**config.mk**
```make
export PLATFORM = sky130hd
export DESIGN_NAME = twg_shape_flat
export DESIGN_NICKNAME = d
export VERILOG_FILES = /design/src/sv/twg_pkg.sv /design/src/sv/twg_intf.sv /design/src/sv/twg_shape.sv /design/src/flat_wrapper.sv
export SDC_FILE = /design/constraint.sdc
export NUM_CORES = 1
export LEC_CHECK = 0
export ABC_CLOCK_PERIOD_IN_PS = 3380
export BUFFER_PORTS_ARGS = -buffer_cell sky130_fd_sc_hd__buf_4
export CORE_MARGIN = 2
export CORE_UTILIZATION = 60
export DETAILED_ROUTE_END_ITERATION = 6
export PLACE_DENSITY = 0.79
export REMOVE_ABC_BUFFERS = 1
export SKIP_CTS_REPAIR_TIMING = 1
export SYNTH_ARGS = -nofsm -noshare
export SYNTH_HDL_FRONTEND = slang
export SYNTH_SLANG_ARGS = --single-unit
```
**constraint.sdc**
```tcl
create_clock -name clk -period 3.38 [get_ports clk]
set_input_delay 0.169 -clock clk [delete_from_list [all_inputs] [get_ports clk]]
set_output_delay 0.169 -clock clk [all_outputs]
set_load 0.01 [all_outputs]
```
**src/sv/twg_pkg.sv**
```systemverilog
`timescale 1ns / 1ps
`default_nettype none
// ----------------------------------------------------------------------------
// twg_pkg
// Shared constants, types and the quarter-wave sine table of the tone generator.
// ----------------------------------------------------------------------------
package twg_pkg;

	localparam int ACC_BITS     = 32;
	localparam int QT_DEPTH     = 1024;
	localparam int SAMPLE_BITS  = 16;

	localparam int QT_BITS      = $clog2(QT_DEPTH);
	localparam int QT_ENTRIES   = QT_DEPTH + 1;
	localparam int QT_ADDR_BITS = $clog2(QT_ENTRIES);
	localparam int QUAD_SHIFT   = ACC_BITS - 2;

	localparam int MAG_BITS     = 15;
	localparam int FRAC_BITS    = 15;
	localparam int TW_BITS      = 32;
	localparam int PO_BITS      = 16;
	localparam int AMP_BITS     = 15;
	localparam int CNT_BITS     = 24;
	localparam int OUT_MAX      = (1 << (SAMPLE_BITS - 1)) - 1;

	localparam int CFG_IDX_BITS  = 3;
	localparam int CFG_DATA_BITS = 32;

	localparam logic [CFG_IDX_BITS-1:0] REG_TUNING_WORD  = 3'd0;
	localparam logic [CFG_IDX_BITS-1:0] REG_PHASE_OFFSET = 3'd1;
	localparam logic [CFG_IDX_BITS-1:0] REG_AMPLITUDE    = 3'd2;
	localparam logic [CFG_IDX_BITS-1:0] REG_WAVE_MODE    = 3'd3;
	localparam logic [CFG_IDX_BITS-1:0] REG_SAMPLE_COUNT = 3'd4;

	localparam logic [CNT_BITS-1:0] SAMPLE_COUNT_RESET = 24'd44100;

	// taylor series constants, q30
	localparam logic [63:0] Q30_ONE     = 64'd1 << 30;
	localparam logic [63:0] HALF_PI_Q30 = 64'd1686629713;
	localparam logic [63:0] TAYLOR_DIV [6] = '{64'd156, 64'd110, 64'd72, 64'd42, 64'd20, 64'd6};

	typedef logic [MAG_BITS-1:0] qtab_t [QT_ENTRIES];

	typedef struct packed {
		logic                valid;
		logic                neg;
		logic                square;
		logic                last;
		logic [AMP_BITS-1:0] amp;
	} twg_s1_t;

	typedef struct packed {
		logic loaded;
		logic run_done;
	} twg_stat_t;

	// elaboration-time table build: horner steps in unsigned q30, truncating
	function automatic qtab_t build_qtab();
		qtab_t       tab;
		logic [63:0] theta;
		logic [63:0] x2;
		logic [63:0] t;
		logic [63:0] v;
		for (int k = 0; k < QT_ENTRIES; k++) begin
			theta = (64'(k) * HALF_PI_Q30 + 64'(QT_DEPTH / 2)) / QT_DEPTH;
			x2 = (theta * theta) >> 30;
			t = Q30_ONE;
			for (int i = 0; i < 6; i++) begin
				t = Q30_ONE - (((x2 * t) >> 30) / TAYLOR_DIV[i]);
			end
			v = (((theta * t) >> 30) + 64'd16384) >> 15;
			if (v > 64'd32767) begin
				v = 64'd32767;
			end
			tab[k] = MAG_BITS'(v);
		end
		return tab;
	endfunction

	localparam qtab_t QTAB = build_qtab();

	// clip a magnitude to the largest positive sample
	function automatic logic [SAMPLE_BITS-2:0] sat_mag(input logic [31:0] v);
		logic [SAMPLE_BITS-2:0] r;
		if (v > 32'(OUT_MAX)) begin
			r = (SAMPLE_BITS-1)'(OUT_MAX);
		end else begin
			r = v[SAMPLE_BITS-2:0];
		end
		return r;
	endfunction

endpackage
`default_nettype wire

```
**src/sv/twg_intf.sv**
```systemverilog
`timescale 1ns / 1ps
`default_nettype none


interface twg_out_if;
	logic                                      valid;
	logic                                      ready;
	logic signed [twg_pkg::SAMPLE_BITS-1:0]    sample;
	logic                                      last;
	modport source(output valid, output sample, output last, input ready);
	modport sink(input valid, input sample, input last, output ready);
endinterface

`default_nettype wire

```
**src/sv/twg_shape.sv**
```systemverilog
`timescale 1ns / 1ps
`default_nettype none
// ----------------------------------------------------------------------------
// twg_shape
// Scales the table magnitude by the amplitude or forms the square wave, and
// holds the result in the output register.
// ----------------------------------------------------------------------------
module twg_shape (
	input  wire logic                         clk,
	input  wire logic                         arst_n,
	input  wire twg_pkg::twg_s1_t             s1,
	input  wire logic [twg_pkg::MAG_BITS-1:0] mag,
	twg_out_if.source                         result,
	output      logic                         advance
);

	localparam int PROD_BITS = twg_pkg::AMP_BITS + twg_pkg::MAG_BITS;
	localparam int P_BITS    = PROD_BITS + 1 - twg_pkg::FRAC_BITS;

	logic                                  out_valid_q;
	logic signed [twg_pkg::SAMPLE_BITS-1:0] sample_q;
	logic                                  last_q;

	logic [PROD_BITS-1:0]                  prod;
	logic [PROD_BITS:0]                    rnd;
	logic [P_BITS-1:0]                     p;
	logic [twg_pkg::SAMPLE_BITS-1:0]       sine_val;
	logic [twg_pkg::SAMPLE_BITS-1:0]       sq_val;
	logic                                  positive;
	logic signed [twg_pkg::SAMPLE_BITS-1:0] sample_d;

	always_comb begin
		prod     = PROD_BITS'(s1.amp) * PROD_BITS'(mag);
		rnd      = {1'b0, prod} + (PROD_BITS+1)'(1 << (twg_pkg::FRAC_BITS - 1));
		p        = rnd[PROD_BITS:twg_pkg::FRAC_BITS];
		sine_val = {1'b0, twg_pkg::sat_mag(32'(p))};
		sq_val   = {1'b0, twg_pkg::sat_mag(32'(s1.amp))};
		// a zero sine counts as not positive
		positive = !s1.neg && (mag != '0);
		if (s1.square) begin
			sample_d = positive ? sq_val : -sq_val;
		end else begin
			sample_d = s1.neg ? -sine_val : sine_val;
		end
	end

	assign advance = !out_valid_q || result.ready;

	always_ff @(posedge clk or negedge arst_n) begin
		if (!arst_n) begin
			out_valid_q <= 1'b0;
		end else if (advance) begin
			out_valid_q <= s1.valid;
		end
	end

	always_ff @(posedge clk) begin
		if (advance && s1.valid) begin
			sample_q <= sample_d;
			last_q   <= s1.last;
		end
	end

	assign result.valid  = out_valid_q;
	assign result.sample = sample_q;
	assign result.last   = last_q;

endmodule
`default_nettype wire

```
**src/flat_wrapper.sv**
```systemverilog
// flat-port wrapper written by rule: the top's interface ports become plain ports
module twg_shape_flat 
  (clk, arst_n, s1, mag, advance, result_valid, result_sample, result_last, result_ready);
  twg_out_if result_i ();
  input  wire logic clk;
  input  wire logic arst_n;
  input  wire twg_pkg::twg_s1_t s1;
  input  wire logic [twg_pkg::MAG_BITS-1:0] mag;
  output      logic advance;
  output wire logic [$bits(result_i.valid)-1:0] result_valid;
  output wire logic [$bits(result_i.sample)-1:0] result_sample;
  output wire logic [$bits(result_i.last)-1:0] result_last;
  input wire logic [$bits(result_i.ready)-1:0] result_ready;
  assign result_valid = result_i.valid;
  assign result_sample = result_i.sample;
  assign result_last = result_i.last;
  assign result_i.ready = result_ready;
  twg_shape u_core (.clk(clk), .arst_n(arst_n), .s1(s1), .mag(mag), .result(result_i), .advance(advance));
endmodule
```
==> impl_metrics.csv <==
group,metric,value,unit
logic_synthesis,netlist_instances,1120,
global_routing,grt_pass1_wl,42200,µm
detailed_routing,drt_iter0_drc,706,
clock_network,cts_num_sinks,18,
critical_path,worst-path-max-fanout,6,
critical_path,end_kind,"register",
logic_synthesis,synth_cell_type_count,86,
critical_path,reg2reg_slack,1860,ps
logic_synthesis,synth_top_cell_area_share,34.8,%
detailed_routing,num_vias,8951,
clock_network,clk_latency,250,ps
timing,tightest_slew,794,ps
die,initial_utilization,61.1,%
clock_network,cts_tree,"yes",
global_routing,grt.overflow.total,0,
final_layout,antennaDiodeCount,0,
run_status,outcome,"complete, but fails checks",
timing,relSlewSlack,47.0,%
die,boundaryPins,56,
critical_path,critPathArrivalTime,6190,ps
placed_design,gp_congestion,0.930,
global_routing,antenna_found_initial,1,
die,die_w,131,µm
run_status,violations,"negative setup slack",
detailed_routing,wirelength,28100,µm
clock_network,path_clk_slew,50,ps
final_layout,drive_gt1_share,29.2,%
critical_path,r2r_cells,2,
critical_path,reg2reg_to,"u_core.result.sample[6]",
min_path,min_from,"s1[15]",
timing,fmax,161,MHz
timing,hold_viol,0,
detailed_routing,wire_per_inst,18.2,µm
clock_network,cts_buffers,3,
detailed_routing,dr.pass1.iters,5,
clock_network,clockBufferDepth,2,
die,die_y,131,µm
final_layout,fill_cells,1080,
logic_synthesis,ys_top_cells_by_area,"fa_1 (35%), ha_1 (14%), inv_1 (8.1%), nand2_1 (6.6%), and2_1 (6.5%)",
die,row_count,46,
detailed_routing,vias_per_cell,5.80,
timing,slew_viol_final,0,
timing,rsz0062_at_grt,"yes",
critical_path,worstPathRequired,3370,ps
clock_network,cts_max_level,1,
global_routing,met1_usage,40.4,%
logic_synthesis,synth_area_leader_cell,"fa_1",
timing,setup_viol,16,
placed_design,io_buffer_count,55,
logic_synthesis,syn_avg_cell_area,8.64,µm²
critical_path,timing.critical_path.from,"mag[8]",
global_routing,grt-busiest-layer,"met2",
logic_synthesis,synth_edf_count,17,
logic_synthesis,yosysMostFrequentCell,"inv_1",
min_path,holdPathStages,1,
logic_synthesis,synth-main-ff-cell,"edfxtp_1",
timing,fin_crit_sh,183,%
timing,min_period,6200,ps
detailed_routing,ant_nets,0,
critical_path,reg2reg_from,"u_core.result.valid",
global_routing,grt_max_degree,20,
job,max_cap_violations,0,
global_routing,use_met3,3.42,%
die,die_area,0.0172,mm²
detailed_routing,drc_errors,0,
global_routing,use_met2,54.9,%
min_path,hp-class,"primary input to register",
timing,fin_ws,-2820,ps
critical_path,start_kind,"primary input",
clock_network,cts-root-buf,"clkbuf_16",
logic_synthesis,async_flop_share,5.56,%
critical_path,criticalPathCategory,"primary input to register",
logic_synthesis,yosysSeqAreaShare,5.53,%
min_path,holdPathEnd,"u_core.result.last",
die,core-area,0.0158,mm²
global_routing,grt_pass1_vias,9110,
logic_synthesis,synth_commonest_cells,"inv_1 (210), nand2_1 (169), fa_1 (168)",
global_routing,grt_usage,31.4,%
final_layout,area_growth,27.7,%
timing,fin_skew,1.27,ps
logic_synthesis,synth_seq_cells,18,
logic_synthesis,synth_area,0.00968,mm²
placed_design,dpl.hpwl,22800,µm
timing,hold_ws,96.3,ps
logic_synthesis,yosysWarningCount,0,
final_layout,fin_nets,1640,
area by class of cell:
cell class / count / area, µm² / share of cell area, %
inverters: 210 / 788 / 6.38
clock buffers: 4 / 88.8 / 0.719
repair buffers: 254 / 2060 / 16.7
flip-flops and latches: 18 / 536 / 4.33
well taps: 216 / 270 / 2.19
multi-input cells: 840 / 8610 / 69.7
state kept, by name, indices dropped and copies added, names as in the netlist:
name / flops
u_core.result.valid: 1
u_core.result.last: 1
u_core.result.sample: 16
metal layers:
layer	vias to the layer above	share of wire [%]
met4	0	2.9
met2	384	50
met1	4479	40
met3	79	7.0
li1	4009	-
met5	-	0
cell families (layout without fill, tap and decap cells):
family | count (synthesis) | in the layout | synth area share, %
AND/OR/NAND/NOR | 386 | 386 | 20.8
adder cells (fa/ha/maj) | 276 | 276 | 48.7
buffers and inverters | 262 | 468 | 10.7
AO/OA/AOI/OAI | 149 | 149 | 11.5
XOR/XNOR | 25 | 25 | 2.42
flip-flops | 18 | 18 | 5.53
multiplexers | 4 | 4 | 0.427
worst max-delay path by stage:
| stage | end | slack (ps) |
|---|---|---|
| after floorplan | u_core.result.sample[14] | -3200 |
| after global placement | u_core.result.sample[7] | -3170 |
| after detailed placement | u_core.result.sample[4] | -3300 |
| after CTS | u_core.result.sample[11] | -3140 |
| after global routing | u_core.result.sample[10] | -3010 |
| final | u_core.result.sample[10] | -2820 |
critical path, cell delays in order:
cell and delay (ps):
buf_4 150, buf_4 150, buf_4 140, and2_1 170, fa_1 470, ha_1 240, fa_1 570, inv_2 40
fa_1 510, inv_2 40, fa_1 520, inv_1 50, fa_1 490, inv_2 50, ha_4 170, buf_6 120
a21o_4 190, or4_4 540, o211ai_4 230, o21a_4 160, ha_4 120, nand4_1 220, nor3_4 350, and4_4 280
nor3_2 50
through the flow:
step,cells,cell area [µm²],setup slack (ps),TNS (ps),util (%)
CTS,1530,11600,-3140,-47250,73.3
floorplan,1068,9430,-3200,-46390,-
detailed placement,1526,11500,-3300,-51070,72.8
global route,1542,12400,-3010,-44670,78.1
global placement,1526,11500,-3170,-48850,72.8
finish,1542,12400,-2820,-42160,78.1
layout by cell type, fill, tap and decap left out, drive strengths merged, types with 11 or more instances in the layout:
master	netlist	routed
buf	11	252
nor2	29	29
nand2	170	170
and2	102	102
nand4	12	12
a21oi	40	40
inv	210	210
fa	168	168
xnor2	16	16
ha	108	108
nor3	16	16
edfxtp	17	17
o21ai	27	27
and4	11	11
Power is not shown: default switching activity piles up to over one toggle a cycle in this logic, so the estimate is an artifact.
